### src/hw/rtl/lcg_pkg.sv
// Shared types and constants of the LiPo charge gauge.
// Holds the sequencer state type, the control bundles and the cell curve table.
// No dependencies.
package lcg_pkg;

    // Width of the shared adder: covers the 43-bit reciprocal product
    localparam int ALU_W = 44;

    // Points held in the cell curve table
    localparam int TABLE_LEN = 21;

    // Step counts of the iterative phases
    localparam logic [4:0] AVG_STEPS  = 5'd21;
    localparam logic [4:0] DIV_STEPS  = 5'd26;
    localparam logic [4:0] MUL1_STEPS = 5'd10;
    localparam logic [4:0] MUL2_STEPS = 5'd13;

    // Curve index from which the pack counts as healthy (20 % in 5 % steps)
    localparam logic [4:0] HEALTHY_IDX = 5'd4;

    // Configuration register indexes
    localparam logic [1:0] CFG_REFERENCE_MV = 2'd0;
    localparam logic [1:0] CFG_ADC_BITS     = 2'd1;
    localparam logic [1:0] CFG_DIV_NUM      = 2'd2;
    localparam logic [1:0] CFG_DIV_DEN      = 2'd3;

    typedef enum logic [2:0] {
        ST_IDLE,
        ST_AVG,
        ST_MUL1,
        ST_DIV,
        ST_MUL2,
        ST_SCALE,
        ST_SEARCH,
        ST_OUT
    } t_state;

    // Sequencer to datapath
    typedef struct packed {
        t_state st;
        logic   last;
    } t_ctrl;

    // Datapath to sequencer
    typedef struct packed {
        logic in_fire;
        logic group_end;
        logic search_stop;
        logic out_free;
    } t_stat;

    // Sum of two neighbouring curve points, c[k] + c[k+1].
    // Curve (mV): 3270 3610 3690 3710 3730 3750 3770 3790 3800 3820 3840
    //             3850 3870 3910 3950 3980 4020 4080 4110 4150 4200
    // A voltage v lies nearer the upper point of pair k, ties going low,
    // exactly when 2v exceeds this sum.
    function automatic logic [13:0] curve_mid(input logic [4:0] k);
        logic [13:0] m;
        case (k)
            5'd0:    m = 14'd6880;
            5'd1:    m = 14'd7300;
            5'd2:    m = 14'd7400;
            5'd3:    m = 14'd7440;
            5'd4:    m = 14'd7480;
            5'd5:    m = 14'd7520;
            5'd6:    m = 14'd7560;
            5'd7:    m = 14'd7590;
            5'd8:    m = 14'd7620;
            5'd9:    m = 14'd7660;
            5'd10:   m = 14'd7690;
            5'd11:   m = 14'd7720;
            5'd12:   m = 14'd7780;
            5'd13:   m = 14'd7860;
            5'd14:   m = 14'd7930;
            5'd15:   m = 14'd8000;
            5'd16:   m = 14'd8100;
            5'd17:   m = 14'd8190;
            5'd18:   m = 14'd8260;
            5'd19:   m = 14'd8350;
            default: m = 14'h3FFF;
        endcase
        return m;
    endfunction

endpackage

### src/hw/rtl/lcg_alu.sv
// Shared add/subtract unit of the charge gauge.
// Used for accumulation, division steps, multiply steps and curve compares.
// Depends on lcg_pkg.
module lcg_alu import lcg_pkg::*; (
    input  logic [ALU_W-1:0] i_a,
    input  logic [ALU_W-1:0] i_b,
    input  logic             i_sub,
    output logic [ALU_W-1:0] o_res,
    output logic             o_carry
);

    logic [ALU_W-1:0] b_in;

    // Invert and add one for subtraction; carry out set means no borrow
    assign b_in = i_sub ? ~i_b : i_b;
    assign {o_carry, o_res} = {1'b0, i_a} + {1'b0, b_in} + (ALU_W + 1)'(i_sub);

endmodule

### src/hw/rtl/lcg_seq.sv
// Phase sequencer of the charge gauge.
// Walks accumulate, average, multiply, divide, multiply, scale, search, output.
// Depends on lcg_pkg.
module lcg_seq import lcg_pkg::*; (
    input  logic  i_clk,
    input  logic  i_rst_n,
    input  t_stat i_stat,
    output t_ctrl o_ctrl
);

    t_state     r_state, n_state;
    logic [4:0] r_step, n_step;
    logic       last;

    // Next state
    always_comb begin
        n_state = r_state;
        case (r_state)
            ST_IDLE:   if (i_stat.in_fire && i_stat.group_end) n_state = ST_AVG;
            ST_AVG:    if (last) n_state = ST_MUL1;
            ST_MUL1:   if (last) n_state = ST_DIV;
            ST_DIV:    if (last) n_state = ST_MUL2;
            ST_MUL2:   if (last) n_state = ST_SCALE;
            ST_SCALE:  n_state = ST_SEARCH;
            ST_SEARCH: if (i_stat.search_stop) n_state = ST_OUT;
            ST_OUT:    if (i_stat.out_free) n_state = ST_IDLE;
            default:   n_state = ST_IDLE;
        endcase
    end

    // Outputs: flag the final step of each iterative phase
    always_comb begin
        case (r_state)
            ST_AVG:  last = (r_step == AVG_STEPS - 5'd1);
            ST_DIV:  last = (r_step == DIV_STEPS - 5'd1);
            ST_MUL1: last = (r_step == MUL1_STEPS - 5'd1);
            ST_MUL2: last = (r_step == MUL2_STEPS - 5'd1);
            default: last = 1'b0;
        endcase
    end

    // Restart the step count on every phase change
    assign n_step = (n_state != r_state) ? 5'd0 : r_step + 5'd1;

    always_ff @(posedge i_clk) begin
        if (!i_rst_n) begin
            r_state <= ST_IDLE;
            r_step  <= 5'd0;
        end else begin
            r_state <= n_state;
            r_step  <= n_step;
        end
    end

    assign o_ctrl.st   = r_state;
    assign o_ctrl.last = last;

endmodule

### src/hw/rtl/lipo_charge_gauge.sv
// Top level of the LiPo charge gauge: ports, configuration, datapath registers.
// Instantiates lcg_seq and lcg_alu; depends on lcg_pkg.
//
// Each accepted sample is added to a running sum. The sample that closes a
// group of SAMPLES_PER_RESULT starts the result computation, during which
// o_s_tready is low: a 21-step multiply of the sum by a fixed reciprocal of
// the group size, a 10-step multiply by the divider denominator, a 26-step
// restoring divide by the divider numerator, a 13-step multiply by the
// reference, a shift and saturation step, a curve search that stops at the
// nearest curve point, then a load of the output register, which waits while
// an earlier result still sits there. Outside the computation o_s_tready is
// high. Every accumulation, multiply, divide and search step goes through the
// single shared adder. A finished result waits in the output register while
// the next group is collected. No clearing pass after reset.
module lipo_charge_gauge import lcg_pkg::*; #(
    parameter int SAMPLES_PER_RESULT = 20,
    parameter int CURVE_POINTS       = 21
) (
    input  logic        i_clk,
    input  logic        i_rst_n,
    // Sample stream
    input  logic        i_s_tvalid,
    output logic        o_s_tready,
    input  logic [15:0] i_s_tdata,   // [15:0] sample
    // Result stream
    output logic        o_m_tvalid,
    input  logic        i_m_tready,
    output logic [23:0] o_m_tdata,   // [15:0] voltage_mv, [22:16] percent, [23] healthy
    // Configuration writes
    input  logic        i_cfg_we,
    input  logic [1:0]  i_cfg_addr,
    input  logic [12:0] i_cfg_wdata
);

    localparam int NDIV = (SAMPLES_PER_RESULT < 1) ? 1 : SAMPLES_PER_RESULT;
    localparam int NPTS = (CURVE_POINTS < 2) ? 2 :
                          ((CURVE_POINTS > TABLE_LEN) ? TABLE_LEN : CURVE_POINTS);
    localparam logic [5:0] N_DIV    = 6'(NDIV);
    localparam logic [4:0] IDX_LAST = 5'(NPTS - 1);
    // Reciprocal of the group size: the sum is below NDIV * 2^16, so a shift of
    // 16 + 2 * clog2(NDIV) with a rounded-up multiplier gives the exact quotient
    localparam int NLOG = $clog2(NDIV);
    localparam int RSH  = 16 + 2 * NLOG;
    localparam logic [21:0] RECIP_K =
        22'(((64'd1 << RSH) + 64'(NDIV) - 64'd1) / 64'(NDIV));

    t_ctrl ctrl;
    t_stat stat;

    // Configuration
    logic [12:0] r_ref;
    logic [4:0]  r_adcb;
    logic [9:0]  r_num;
    logic [9:0]  r_den;

    // Datapath
    logic [20:0] r_sum;
    logic [5:0]  r_cnt;
    logic [9:0]  r_rem;
    logic [25:0] r_q;
    logic [42:0] r_acc;
    logic [12:0] r_mplr;
    logic [15:0] r_volt;
    logic [4:0]  r_idx;

    // Output register
    logic        r_m_tvalid;
    logic [23:0] r_m_tdata;

    logic [ALU_W-1:0] alu_a, alu_b, alu_res;
    logic             alu_sub, alu_carry;

    logic        in_fire;
    logic [5:0]  cnt_inc;
    logic        group_end;
    logic        out_free;
    logic [10:0] trial;
    logic [9:0]  num_eff;
    logic [42:0] shifted;
    logic [15:0] volt_sat;
    logic        search_stop;
    logic [6:0]  pct;

    assign in_fire   = i_s_tvalid && o_s_tready;
    assign cnt_inc   = r_cnt + 6'd1;
    assign group_end = (cnt_inc >= N_DIV);
    assign out_free  = !r_m_tvalid || i_m_tready;
    assign trial     = {r_rem, r_q[25]};
    assign num_eff   = (r_num == 10'd0) ? 10'd1 : r_num;
    assign shifted   = r_acc >> r_adcb;
    assign volt_sat  = (|shifted[42:16]) ? 16'hFFFF : shifted[15:0];
    // Carry set means the midpoint sum is not below 2v: the scan ends here
    assign search_stop = (r_idx == IDX_LAST) || alu_carry;
    assign pct = {r_idx, 2'b00} + 7'(r_idx);

    assign stat.in_fire     = in_fire;
    assign stat.group_end   = group_end;
    assign stat.search_stop = search_stop;
    assign stat.out_free    = out_free;

    lcg_seq u_seq (
        .i_clk   (i_clk),
        .i_rst_n (i_rst_n),
        .i_stat  (stat),
        .o_ctrl  (ctrl)
    );

    // Steer the shared adder by phase
    always_comb begin
        alu_a   = '0;
        alu_b   = '0;
        alu_sub = 1'b0;
        case (ctrl.st)
            ST_IDLE: begin
                alu_a = ALU_W'(r_sum);
                alu_b = ALU_W'(i_s_tdata);
            end
            ST_AVG: begin
                alu_a = {r_acc, 1'b0};
                alu_b = r_q[25] ? ALU_W'(RECIP_K) : '0;
            end
            ST_DIV: begin
                alu_a   = ALU_W'(trial);
                alu_b   = ALU_W'(num_eff);
                alu_sub = 1'b1;
            end
            ST_MUL1, ST_MUL2: begin
                alu_a = {r_acc, 1'b0};
                alu_b = r_mplr[12] ? ALU_W'(r_q) : '0;
            end
            ST_SEARCH: begin
                alu_a   = ALU_W'(curve_mid(r_idx));
                alu_b   = ALU_W'({r_volt, 1'b0});
                alu_sub = 1'b1;
            end
            default: begin
                alu_a = '0;
            end
        endcase
    end

    lcg_alu u_alu (
        .i_a     (alu_a),
        .i_b     (alu_b),
        .i_sub   (alu_sub),
        .o_res   (alu_res),
        .o_carry (alu_carry)
    );

    // Configuration registers
    always_ff @(posedge i_clk) begin
        if (!i_rst_n) begin
            r_ref  <= 13'd3300;
            r_adcb <= 5'd10;
            r_num  <= 10'd1;
            r_den  <= 10'd1;
        end else if (i_cfg_we) begin
            case (i_cfg_addr)
                CFG_REFERENCE_MV: r_ref  <= i_cfg_wdata;
                CFG_ADC_BITS:     r_adcb <= i_cfg_wdata[4:0];
                CFG_DIV_NUM:      r_num  <= i_cfg_wdata[9:0];
                CFG_DIV_DEN:      r_den  <= i_cfg_wdata[9:0];
                default:          r_ref  <= r_ref;
            endcase
        end
    end

    // Accumulate samples; close the group on the last one
    always_ff @(posedge i_clk) begin
        if (!i_rst_n) begin
            r_sum <= 21'd0;
            r_cnt <= 6'd0;
        end else if (in_fire) begin
            if (group_end) begin
                r_sum <= 21'd0;
                r_cnt <= 6'd0;
            end else begin
                r_sum <= alu_res[20:0];
                r_cnt <= cnt_inc;
            end
        end
    end

    // Iterative average, multiply, divide, scale and search
    always_ff @(posedge i_clk) begin
        case (ctrl.st)
            ST_IDLE: begin
                if (in_fire && group_end) begin
                    r_q   <= {alu_res[20:0], 5'd0};
                    r_acc <= 43'd0;
                end
            end
            ST_AVG: begin
                // Take the average from the top of the finished product
                if (ctrl.last) begin
                    r_q    <= 26'(alu_res[RSH +: 16]);
                    r_acc  <= 43'd0;
                    r_mplr <= {r_den, 3'b000};
                end else begin
                    r_acc <= alu_res[42:0];
                    r_q   <= {r_q[24:0], 1'b0};
                end
            end
            ST_DIV: begin
                r_rem <= alu_carry ? alu_res[9:0] : trial[9:0];
                r_q   <= {r_q[24:0], alu_carry};
                if (ctrl.last) begin
                    r_acc  <= 43'd0;
                    r_mplr <= r_ref;
                end
            end
            ST_MUL1, ST_MUL2: begin
                r_acc  <= alu_res[42:0];
                r_mplr <= {r_mplr[11:0], 1'b0};
                if (ctrl.last && ctrl.st == ST_MUL1) begin
                    r_q   <= alu_res[25:0];
                    r_rem <= 10'd0;
                end
            end
            ST_SCALE: begin
                r_volt <= volt_sat;
                r_idx  <= 5'd0;
            end
            ST_SEARCH: begin
                if (!search_stop) r_idx <= r_idx + 5'd1;
            end
            default: begin
                r_idx <= r_idx;
            end
        endcase
    end

    // Output register: load when free, drop valid once taken
    always_ff @(posedge i_clk) begin
        if (!i_rst_n) begin
            r_m_tvalid <= 1'b0;
        end else if (ctrl.st == ST_OUT && out_free) begin
            r_m_tvalid <= 1'b1;
        end else if (i_m_tready) begin
            r_m_tvalid <= 1'b0;
        end
    end

    always_ff @(posedge i_clk) begin
        if (ctrl.st == ST_OUT && out_free) begin
            r_m_tdata <= {(r_idx >= HEALTHY_IDX), pct, r_volt};
        end
    end

    assign o_s_tready = (ctrl.st == ST_IDLE);
    assign o_m_tvalid = r_m_tvalid;
    assign o_m_tdata  = r_m_tdata;

    // Checks
    a_pct_range: assert property (@(posedge i_clk) disable iff (!i_rst_n)
        o_m_tvalid |-> (o_m_tdata[22:16] <= 7'd100))
        else $error("percent out of range");

    a_healthy: assert property (@(posedge i_clk) disable iff (!i_rst_n)
        o_m_tvalid |-> (o_m_tdata[23] == (o_m_tdata[22:16] >= 7'd20)))
        else $error("healthy flag disagrees with percent");

    a_group_start: assert property (@(posedge i_clk) disable iff (!i_rst_n)
        (in_fire && group_end) |=> (ctrl.st == ST_AVG && r_cnt == 6'd0))
        else $error("group end did not start the computation");

    a_cnt_bound: assert property (@(posedge i_clk) disable iff (!i_rst_n)
        (ctrl.st == ST_IDLE) |-> (r_cnt < N_DIV))
        else $error("sample count overran the group size");

endmodule
### config.mk
export PLATFORM = sky130hd
export DESIGN_NAME = lipo_charge_gauge
export DESIGN_NICKNAME = d
export VERILOG_FILES = /design/src/hw/rtl/lcg_pkg.sv /design/src/hw/rtl/lcg_alu.sv /design/src/hw/rtl/lcg_seq.sv /design/src/hw/rtl/lipo_charge_gauge.sv
export SDC_FILE = /design/constraint.sdc
export NUM_CORES = 1
export LEC_CHECK = 0
export BUFFER_PORTS_ARGS = -buffer_cell sky130_fd_sc_hd__buf_2
export CAP_MARGIN = 20
export CORE_MARGIN = 2
export CORE_UTILIZATION = 57
export CTS_CLUSTER_DIAMETER = 30
export DETAILED_ROUTE_END_ITERATION = 12
export PLACE_DENSITY = 0.74
export SYNTH_ARGS = -nofsm -noshare
export SYNTH_HDL_FRONTEND = slang
export SYNTH_SLANG_ARGS = --single-unit
export TNS_END_PERCENT = 10
### constraint.sdc
create_clock -name i_clk -period 9.35 [get_ports i_clk]
set_input_delay 0.4675 -clock i_clk [delete_from_list [all_inputs] [get_ports i_clk]]
set_output_delay 0.4675 -clock i_clk [all_outputs]
set_load 0.02 [all_outputs]
Yosys cells after proc, flatten, opt, wreduce, memory -nomap -nowiden
Memory sizes are Yosys's and may differ from the RTL's. A register that Yosys moved wholly into a read port is not among the register bits.
Index checks and enable logic that the tools add are counted.
Word-level totals
  bits in registers: 211
  latch bits: 0
  memory bits (writable): 0
  bits in read-only memories: 448
  input bits: 36
  output and inout port bits: 26
  word-level logic and storage cells: 115
  memories: 1
Operators by class
  add/subtract/negate cells: 6
  multiply operators: 0
  divide/modulo/power cells: 0
  $lt $le $gt $ge: 2
  equality and inequality tests: 21
  shift-type cells: 1
  muxes and demuxes: 37
  bitwise operators: 2
  reduce and logical (&&, ||, !) cells: 29
Memories
  (name not given): words 32, bits a word 14, rd ports 1, clocked after Yosys merged registers in 1, write ports 0, line lcg_pkg.sv:59  | case (k)
Operators with widths (number)
  44-bit one-hot mux with 4 select lines: 1
  43-bit one-hot mux with 4 select lines: 1
  26-bit one-hot mux with 5 select lines: 1
  43-bit two-way mux: 3
  26-bit two-way mux: 4
  26-bit one-hot mux with 4 select lines: 1
  44-bit by 44-bit adder with 45-bit output: 1
  45-bit by 1-bit adder with 45-bit output: 1
  44-bit two-way mux: 1
  26-bit inverter with 44-bit output: 1
  43-bit by 5-bit >> shifter with 43-bit output: 1
  13-bit one-hot mux with 3 select lines: 1
  10-bit two-way mux: 3
  27-bit OR reduction: 1
  13-bit two-way mux: 2
  3-bit one-hot mux with 8 select lines: 1
  22-bit two-way mux: 1
  21-bit two-way mux: 1
  3-bit two-way mux: 7
  10-bit one-hot mux with 2 select lines: 1
  5-bit == test (second input constant): 3
  3-bit == test (second input constant): 4
  2-bit AND reduction: 6
  5-bit by 1-bit adder with 5-bit output (second input constant): 2
  30 further kinds: 49

Logic depth before layout (Yosys ltp)
Gate-level depths: netlist (run 1).
  depth in word-level cells: 12
  gate-level depth with buffers: 26
  mapped depth without buffers: 23

Cells and area by module
From an unflattened synthesis (run 1), not the netlist that was laid out.
Unflattened totals
  cells, all modules: 1757
  area, all modules: 16060.4 um^2
Modules (own cells, without submodules)
  lipo_charge_gauge: times used 1, cells each 1255, area each 12438.2 um^2
  lcg_alu: times used 1, cells each 428, area each 2994.1 um^2
  lcg_seq: times used 1, cells each 74, area each 628.1 um^2

Worst setup path before layout (run 1)
Ideal clock, no wire load.
  path type: register -> register
  start: reg u_seq.r_state[2]
  end: reg (tool-made name)
  setup time: 0.122 ns
  data arrival time: 5.646 ns
  required time: 9.228 ns
  slack: 3.582 ns
  cell stages (with the launch flop): 22
  buffers on the path: 3
  clock period less this slack: 5.768 ns
  cells stage by stage: dfxtp_1 > clkbuf_1 > clkbuf_1 > buf_1 > nand2_1 > a21oi_1 > a21oi_1 > nand2_1 > ha_1 > a21o_1 > a21oi_1 > o21ai_0 > a221o_1 > nor4_4 > o21a_4 > nand3_2 > a31oi_4 > inv_1 > ha_1 > nand3_1 > o21ai_1 > o32a_1
RTL lines
  start: declaration: line lcg_seq.sv:11  | t_state r_state, n_state;
  start signal: assignment: line lcg_seq.sv:50  | r_state <= n_state;

==> results of run 1 <==
[placed cells by master, fill, tap and decap left out, types with 40 or more instances in the layout]
master	synthesis	final
nand2_1	283	283
nor2_1	209	206
a21oi_1	184	182
edfxtp_1	137	137
dfxtp_1	87	82
o21ai_0	78	78
buf_2	11	61
ha_1	59	59
clkbuf_16	0	48
mux2i_1	46	46
and2_1	45	45
nand3_1	40	40
[path summary, 6_finish.rpt]
kind	to	slack (ns)	cells past startpoint
max	register	2.54	22
min	r_ref[11]$_SDFFE_PN1P_	0.13	3
max reg2reg	register	2.54	22
min reg2reg	r_ref[3]$_SDFFE_PN0P_	0.46	2
[cell type report]
class | count | area (sq um)
multi-input cells | 1467 | 9310
inverters | 41 | 154
repair buffers | 95 | 588
clock inverters | 36 | 430
fillers | 2243 | 9070
well taps | 372 | 465
clock buffers | 50 | 1220
flip-flops and latches | 224 | 5860
[per-layer routing]
metal | share of wire | wire (um) | global-route usage | vias to the layer above
met5 | 0 | 0 | 0 | -
met4 | 0.037 | 1920 | 0.135 | 0
met3 | 0.13 | 6780 | 0.109 | 160
met2 | 0.42 | 21900 | 0.517 | 862
met1 | 0.41 | 21000 | 0.492 | 7099
li1 | - | - | - | 6929
[worst max-delay path: cells and delay by family, from the launching register on]
| kind | cells | cell delay (ns) |
|---|---|---|
| AO/OA/AOI/OAI | 8 | 2.26 |
| adder cells (fa/ha/maj) | 2 | 0.64 |
| buffers and inverters | 4 | 1.49 |
| flip-flops | 1 | 0.36 |
| AND/OR/NAND/NOR | 8 | 1.87 |
[state kept, by name, indices dropped and copies added (netlist names), named ones only]
name	cells
r_rem	10
r_acc	43
r_volt	16
r_q	26
r_num	10
r_sum	21
r_den	10
r_idx	5
o_m_tdata	24
r_mplr	13
r_cnt	6
u_seq.r_state	3
r_adcb	5
u_seq.r_step	5
o_m_tvalid	1
r_ref	13
[power by group through the flow]
stage          Combinational (uW)  Sequential, uW  Clock [uW]
6_report                      379            1080        1710
5_1_grt                       407            1080        1770
4_1_cts                       363            1080        1710
3_5_place_dp                  360            1100           0
3_3_place_gp                  357            1100           0
2_1_floorplan                 253            1090           0
[cell families (layout without fill, tap and decap cells)]
family	Yosys count	after routing	synth area share
xor+xnor	50	50	0.0277
simple gates	706	706	0.201
mux	76	76	0.0684
flops	224	224	0.371
buf+inv	166	222	0.0415
fa+ha+maj	61	61	0.0493
compound gates	574	574	0.242
[metrics by stage]
stage,power (uW),setup slack (ns),hold WS [ns],instances,util
CTS,3160,2.73,0.121,2282,0.663
global route,3260,2.23,0.165,2285,0.665
finish,3170,2.54,0.130,2285,0.665
detailed placement,1460,2.82,0.446,2196,0.603
global placement,1460,3.01,0.446,2196,0.603
floorplan,1350,3.58,0.421,1857,-
==> results.yml, run 1 <==
final_layout:
  synthToLayoutAreaGrowth_pct: 14.2
  nets: 1972
  final_area_sq_um: 18000
  antenna_cells: 0
  drive_above_1_share: 0.132
synthesis:
  synth_area_sq_um: 15800
  yosysTopAreaCellShare: 0.261
  synthFlopType: "edfxtp_1"
  async_reset_ff_frac: 0
  synth-seq-area-share: 0.371
  synth.avg_cell_area_sq_um: 8.50
  synth_nets: 1954
  synth_most_common_cell: "nand2_1"
  synthTopCellsByCount: "283 x nand2_1, 209 x nor2_1, 184 x a21oi_1, 137 x edfxtp_1, 90 x clkbuf_1"
  syn_inst: 1857
  synth_area_leader_cell: "edfxtp_1"
  ys_types: 87
  yosysWarnings: 0
  synth.area.top_cells: "edfxtp_1 26%, dfxtp_1 11%, nand2_1 6.7%"
  synth_edf_count: 137
  synth_seq_cells: 224
die:
  die_y_um: 170
  placementRows: 60
  ios: 62
  die_w_um: 170
  start_util: 0.583
  die_area_sq_um: 29000
  core_sq_um: 27100
sta:
  fin_crit_sh: 0.729
  fin_worst_skew_ns: 0.0491
  fmax_mhz: 147
  tightest_slew_ns: 1.13
  setup_violations: 0
  grt_setup_unrepaired: "false"
  tns_ns: 0
  slew_headroom: 0.240
  layout_min_cycle_time_ns: 6.81
  hold_viol_final: 0
  slew_violations: 0
pwr:
  p_sw_uw: 858
  switching_share: 0.271
  clkPwrFrac: 0.539
  p_leak_uw: 0.00708
  max-vdd-ir-drop_uv: 150
  p_seq_frac: 0.342
  power.density_nw_per_um2: 176
  combPwrFrac: 0.120
  p_int_uw: 2310
worst_hold_path:
  min_from: "i_cfg_wdata[11]"
  hp-class: "in2reg"
critical_path:
  worst_setup_path_start_kind: "register"
  arrival_ns: 7.27
  critPathLaunch: "u_seq.r_state[1]$_SDFF_PN0_"
  crit_slowest_cell: "buf_4"
  critical_path_class: "reg2reg"
  critPathCaptureType: "register"
  crit_top_cell: "nand2_1"
  r2r-start: "u_seq.r_state[1]$_SDFF_PN0_"
  worstPathRequired_ns: 9.80
  max_stage_delay_ns: 0.54
  crit_chain: "buf_4 -> inv_2 -> nand2_1 -> nand2_1 -> nand2_1 -> nand2_1 -> buf_4 -> a221o_1 -> ha_1 -> a21o_1 -> or3_4 -> o2111ai_4 -> a311oi_4 -> nor4_4 -> o21a_4 -> nand3_2 -> a31oi_4 -> inv_1 -> ha_1 -> nand3_1 -> o21ai_1 -> o32a_1"
  critPathMaxFanout: 60
routing:
  firstDrtPassIters: 6
  drc: 0
  drtIter0Drc: 2099
  vias_per_cell: 6.59
  vias: 15100
  route.detailed.wl_per_inst_um: 22.6
  postRouteAntennaNets: 0
  totalWireLength_mm: 51.6
clock_network:
  clockRootBuffer: "clkbuf_16"
  htree_levels: 2
  cts_buffers: 46
  post_cts_buffers: 0
  clk_latency_ns: 0.57
  clock_sinks: 224
  post_cts_resized: 0
  cts_tree: "yes"
  holdBufCountCts: 0
  clockBufferDepth: 3
  clkTransAtPathRegs_ns: 0.05
flow_run:
  cap_violations: 0
grt:
  overflow: 0
  grt_pass1_wl_mm: 78.7
  grt_pass1_vias: 13800
  grt_max_degree: 71
  grt_usage: 0.354
  antenna_found_initial: 0
placed_design:
  hpwlAfterDp_mm: 37.6
  globalplace.congestion: 1.03
  io_buffer_count: 61
  place_area_sq_um: 16300
run_status:
  status: "finished clean"
Note: power is estimated with default switching activity, not from simulation.
==> inputs of run 2 (changes only) <==
--- a/config.mk
+++ b/config.mk
@@ -11,7 +11,7 @@
 export CORE_UTILIZATION = 57
 export CTS_CLUSTER_DIAMETER = 30
 export DETAILED_ROUTE_END_ITERATION = 12
-export PLACE_DENSITY = 0.74
+export PLACE_DENSITY = 0.77
 export SYNTH_ARGS = -nofsm -noshare
 export SYNTH_HDL_FRONTEND = slang
 export SYNTH_SLANG_ARGS = --single-unit
==> constraint.sdc (replaced) <==
create_clock -name i_clk -period 6.13 [get_ports i_clk]
set_input_delay 0.3065 -clock i_clk [delete_from_list [all_inputs] [get_ports i_clk]]
set_output_delay 0.3065 -clock i_clk [all_outputs]
set_load 0.02 [all_outputs]
==> results.yml, run 2 (same netlist as run 1, synthesis figures left out) <==
die:
  core_sq_um: 27100
  die_y_um: 170
  die_area_sq_um: 29000
  die_w_um: 170
  placementRows: 60
  start_util: 0.583
  ios: 62
sta:
  fin_worst_skew_ns: 0.0397
  fmax_mhz: 176
  slew_violations: 0
  tightest_slew_ns: 1.21
  grt_setup_unrepaired: "false"
  tns_ns: 0
  setup_violations: 0
  hold_viol_final: 0
  fin_crit_sh: 0.929
  layout_min_cycle_time_ns: 5.70
  slew_headroom: 0.181
critical_path:
  max_stage_delay_ns: 0.68
  crit_slowest_cell: "dfxtp_2"
  arrival_ns: 6.14
  critical_path_class: "reg2reg"
  critPathMaxFanout: 22
  worstPathRequired_ns: 6.57
  critPathCaptureType: "register"
  crit_top_cell: "a21oi_1"
  crit_chain: "and2_1 -> a22oi_1 -> nor2_1 -> a21oi_1 -> nor2_1 -> a21oi_1 -> a21oi_1 -> inv_1 -> fa_1 -> nand2b_1 -> a21oi_1 -> o2111ai_4 -> a311oi_4 -> nor4_4 -> buf_4 -> nor2_1 -> o22ai_1 -> a31oi_4 -> inv_1 -> ha_1 -> nand3_1 -> o21ai_1 -> o32a_1"
  worst_setup_path_start_kind: "register"
placed_design:
  globalplace.congestion: 1.09
  hpwlAfterDp_mm: 40.8
  place_area_sq_um: 16500
  io_buffer_count: 61
routing:
  totalWireLength_mm: 56.0
  drtIter0Drc: 1914
  route.detailed.wl_per_inst_um: 24.1
  postRouteAntennaNets: 0
  vias_per_cell: 6.69
  drc: 0
  vias: 15500
  firstDrtPassIters: 5
final_layout:
  reg.largest.list: "r_acc: 43 flops, r_q: 26 flops, o_m_tdata: 24 flops"
  antenna_cells: 0
  regMostFlops: "r_acc"
  layout_common_cells: "283 x nand2_1, 206 x nor2_1, 182 x a21oi_1, 137 x edfxtp_1, 82 x dfxtp_1"
  final_area_sq_um: 18400
  drive_above_1_share: 0.141
  multi_input_area_sq_um: 9310
  register_area_sq_um: 5860
  synthToLayoutAreaGrowth_pct: 16.5
  nets: 2004
  final.fill_count: 2199
  layout_commonest_cell: "nand2_1"
  largest_register_ffs: 43
clock_network:
  clk_latency_ns: 0.56
  post_cts_resized: 0
  clockBufferDepth: 3
  clock_sinks: 224
  htree_levels: 2
  clkTransAtPathRegs_ns: 0.05
  cts_tree: "yes"
  cts_buffers: 53
  clockRootBuffer: "clkbuf_16"
grt:
  grt_usage: 0.386
  overflow: 0
  grt_pass1_vias: 14500
  grt_max_degree: 82
  antenna_found_initial: 1
  grt_pass1_wl_mm: 85.4
worst_hold_path:
  hp-class: "in2reg"
run_status:
  status: "finished clean"
pwr:
  power.density_nw_per_um2: 276
  combPwrFrac: 0.117
  p_leak_uw: 0.00728
  switching_share: 0.262
  p_seq_frac: 0.325
  clkPwrFrac: 0.558
  p_sw_uw: 1330
  p_int_uw: 3750
  max-vdd-ir-drop_uv: 263
flow_run:
  cap_violations: 0
run 2: cell types whose count changed in the layout (fill, tap and decap cells not counted), moves of 4 or more:
cell / delta
buf_4: +20
clkbuf_1: +7
clkbuf_16: +7
clkinv_1: +4
inv_6: -5
run 2: critical path, delay by kind of cell (launching register included):
family	cells	cell delay, ns
AOI/OAI and AO/OA	11	2.34
adders and majority gates	2	0.74
buffers and inverters	3	0.48
DFF	1	0.68
and+or+nand+nor	7	1.34
run 2: layout make-up:
type | instances | share of cell area
tap | 372 | 0.0253
clock buffer | 64 | 0.0772
clock inverter | 34 | 0.0211
multi-input combinational | 1467 | 0.506
timing repair buffer | 120 | 0.0435
sequential | 224 | 0.319
inverter | 41 | 0.00836
run 2: per-stage QoR:
step	setup WS, ns	total power, uW	utilization	std cells	hold WS (ns)
global placement	0.671	2230	0.610	2219	0.441
finish	0.433	5080	0.679	2322	0.0333
floorplan	0.362	2050	-	1857	0.421
detailed placement	0.548	2240	0.610	2219	0.446
global route	0.0195	5210	0.679	2322	0.0502
CTS	0.517	5060	0.678	2320	0.0245
run 2: repair_timing:
action | 4_1_cts | 5_1_grt
buffers inserted | 0 | 0
hold buffers | 3 | 0
endpoints found under the hold margin | 3 | 0
endpoints found under the setup margin | 0 | 0
run 2: power groups by stage:
stage	Sequential, uW	Combinational, uW	Clock [uW]
final	1650	593	2830
after global routing	1650	631	2930
after CTS	1650	566	2850
after detailed placement	1680	558	0
after global placement	1680	555	0
after floorplan	1670	386	0
run 2: routing by layer:
metal | vias to the layer above | track usage | routed length, um
met3 | 185 | 0.0951 | 7010
met1 | 7419 | 0.552 | 23100
li1 | 6988 | - | -
met5 | - | 0 | 0
met2 | 950 | 0.570 | 23800
met4 | 0 | 0.130 | 2040
run 2: final timing paths:
check                                              to  slack [ns]  cells after the start                         from
worst max-delay path                         register        0.43                     23  u_seq.r_state[0]$_SDFF_PN0_
worst min-delay path            r_den[9]$_SDFFE_PN0P_        0.03                      3               i_cfg_wdata[9]
worst max register to register               register        0.43                     23  u_seq.r_state[0]$_SDFF_PN0_
worst min register to register  r_ref[0]$_SDFFE_PN0P_        0.45                      2        r_ref[0]$_SDFFE_PN0P_
==> inputs of run 3 (changes only) <==
--- a/config.mk
+++ b/config.mk
@@ -5,13 +5,14 @@
 export SDC_FILE = /design/constraint.sdc
 export NUM_CORES = 1
 export LEC_CHECK = 0
+export ABC_AREA = 0
 export BUFFER_PORTS_ARGS = -buffer_cell sky130_fd_sc_hd__buf_2
 export CAP_MARGIN = 20
 export CORE_MARGIN = 2
-export CORE_UTILIZATION = 57
+export CORE_UTILIZATION = 50
 export CTS_CLUSTER_DIAMETER = 30
 export DETAILED_ROUTE_END_ITERATION = 12
-export PLACE_DENSITY = 0.77
+export PLACE_DENSITY = 0.69
 export SYNTH_ARGS = -nofsm -noshare
 export SYNTH_HDL_FRONTEND = slang
 export SYNTH_SLANG_ARGS = --single-unit
==> results.yml, run 3 (same netlist as run 1, synthesis figures left out) <==
run_status:
  status: "finished clean"
routing:
  totalWireLength_mm: 56.1
  drtIter0Drc: 1865
  firstDrtPassIters: 5
  drc: 0
  route.detailed.wl_per_inst_um: 23.7
  postRouteAntennaNets: 0
  vias_per_cell: 6.38
  vias: 15100
final_layout:
  antenna_cells: 0
  layout_commonest_cell: "nand2_1"
  largest_register_ffs: 43
  drive_above_1_share: 0.149
  synthToLayoutAreaGrowth_pct: 18.1
  reg.largest.list: "r_acc: 43 flops, r_q: 26 flops, o_m_tdata: 24 flops"
  final.fill_count: 2770
  post-route-util: 0.596
  layout_common_cells: "283 x nand2_1, 206 x nor2_1, 182 x a21oi_1, 137 x edfxtp_1, 82 x dfxtp_1"
  regMostFlops: "r_acc"
  nets: 2012
pwr:
  power_uw: 5310
  p_leak_uw: 0.00739
  power.density_nw_per_um2: 285
  max-vdd-ir-drop_uv: 338
sta:
  tightest_slew_ns: 1.13
  fin_worst_skew_ns: 0.0312
  fmax_mhz: 171
  holdWs_ns: 0.0225
  hold_viol_final: 0
  setup_ws_ns: 0.290
  slew_headroom: 0.234
  fin_crit_sh: 0.953
  setup_violations: 0
  grt_setup_unrepaired: "false"
  tns_ns: 0
  slew_violations: 0
  layout_min_cycle_time_ns: 5.84
clock_network:
  htree_levels: 2
  cts_tree: "yes"
  clock_sinks: 224
  clkTransAtPathRegs_ns: 0.05
  clockBufferDepth: 3
  clockRootBuffer: "clkbuf_16"
  clk_latency_ns: 0.58
  cts_buffers: 55
  post_cts_resized: 0
placed_design:
  place_ws_ns: 0.302
  io_buffer_count: 61
  hpwlAfterDp_mm: 41.5
  globalplace.congestion: 1.01
critical_path:
  crit_top_cell: "buf_4"
  r2r-start: "u_seq.r_state[0]$_SDFF_PN0_"
  regToRegSetupSlack_ns: 0.29
  critPathCaptureType: "register"
  worst_setup_path_start_kind: "register"
  max_stage_delay_ns: 0.48
  crit_chain: "buf_4 -> nand2b_1 -> nor2_1 -> buf_4 -> buf_4 -> a22oi_1 -> o2111a_1 -> a211oi_1 -> ha_1 -> o211ai_1 -> a21oi_1 -> o2111ai_4 -> a311oi_4 -> nor4_4 -> buf_4 -> o21a_4 -> buf_4 -> and3_4 -> a311oi_4 -> o311ai_1 -> nor3b_1 -> a21oi_1"
  worstPathRequired_ns: 6.56
  critical_path_class: "reg2reg"
  critPathMaxFanout: 22
  arrival_ns: 6.27
  crit_slowest_cell: "a311oi_4"
  rr_worst_depth: 22
die:
  start_util: 0.504
  die_area_sq_um: 33000
  core_sq_um: 31300
  die_w_um: 182
  placementRows: 65
  die_y_um: 182
  ios: 62
flow_run:
  cap_violations: 0
worst_hold_path:
  min_to: "r_den[8]$_SDFFE_PN0P_"
  min_from: "i_cfg_wdata[8]"
  hold-path-cell-count: 3
  hp-class: "in2reg"
grt:
  grt_usage: 0.336
  overflow: 0
  grt_max_degree: 57
  grt_pass1_vias: 14100
  antenna_found_initial: 0
  grt_pass1_wl_mm: 84.9
==> run 3: cell types whose count changed in the layout (fill, tap and decap cells not counted), sizes merged <==
| cell | change |
|---|---|
| inv | -6 |
| clkinv | +4 |
| buf | +6 |
| clkbuf | +7 |
| clkinvlp | +1 |
==> run 3: timing repair <==
item | 4_1_cts | 5_1_grt
buffers inserted | 0 | 6
endpoints found under the hold margin | 3 | 0
hold buffers | 3 | 0
endpoints found under the setup margin | 0 | 1
==> run 3: critical path, delay by kind of cell, from the launching register on <==
family | cells | cell delay (ns)
compound gates | 11 | 2.85
fa+ha+maj | 1 | 0.27
buf+inv | 5 | 1.12
flops | 1 | 0.32
simple gates | 5 | 1.11
==> run 3: per-layer routing <==
metal / routed length, um / track usage / up-vias
li1: - / - / 7002
met1: 24700 / 0.478 / 7238
met2: 23700 / 0.494 / 702
met3: 5530 / 0.0790 / 135
met4: 2170 / 0.128 / 0
met5: 0 / 0 / -
==> run 3: layout make-up <==
type / instances / area [sq um] / area share
Inverter: 41 / 154 / 0.00825
Clock buffer: 71 / 1630 / 0.0871
Multi-Input combinational cell: 1467 / 9310 / 0.499
Clock inverter: 33 / 375 / 0.0201
Sequential cell: 224 / 5860 / 0.314
Timing Repair Buffer: 126 / 821 / 0.0440
Tap cell: 402 / 503 / 0.0270
==> run 3: where the power goes <==
| part | internal (uW) | total (uW) | switching, uW |
|---|---|---|---|
| clock | 2120 | 3070 | 954 |
| combinational | 212 | 586 | 374 |
| sequential | 1630 | 1650 | 25.7 |
| total | 3960 | 5310 | 1350 |
==> run 3: metrics by stage <==
| step | cells | cell area (sq um) |
|---|---|---|
| after CTS | 2356 | 18600 |
| after global routing | 2364 | 18700 |
| final | 2364 | 18700 |
| after floorplan | 1857 | 15800 |
| after global placement | 2248 | 16500 |
| after detailed placement | 2249 | 16500 |
==> run 3: how the worst max path moves through the flow <==
| stage | cells past startpoint | from | to |
|---|---|---|---|
| final | 22 | u_seq.r_state[0]$_SDFF_PN0_ | register |
| after global routing | 24 | u_seq.r_state[0]$_SDFF_PN0_ | register |
| after CTS | 21 | u_seq.r_state[0]$_SDFF_PN0_ | register |
| after detailed placement | 21 | u_seq.r_state[0]$_SDFF_PN0_ | register |
| after global placement | 21 | u_seq.r_state[0]$_SDFF_PN0_ | register |
| after floorplan | 21 | u_seq.r_state[2]$_SDFF_PN0_ | register |
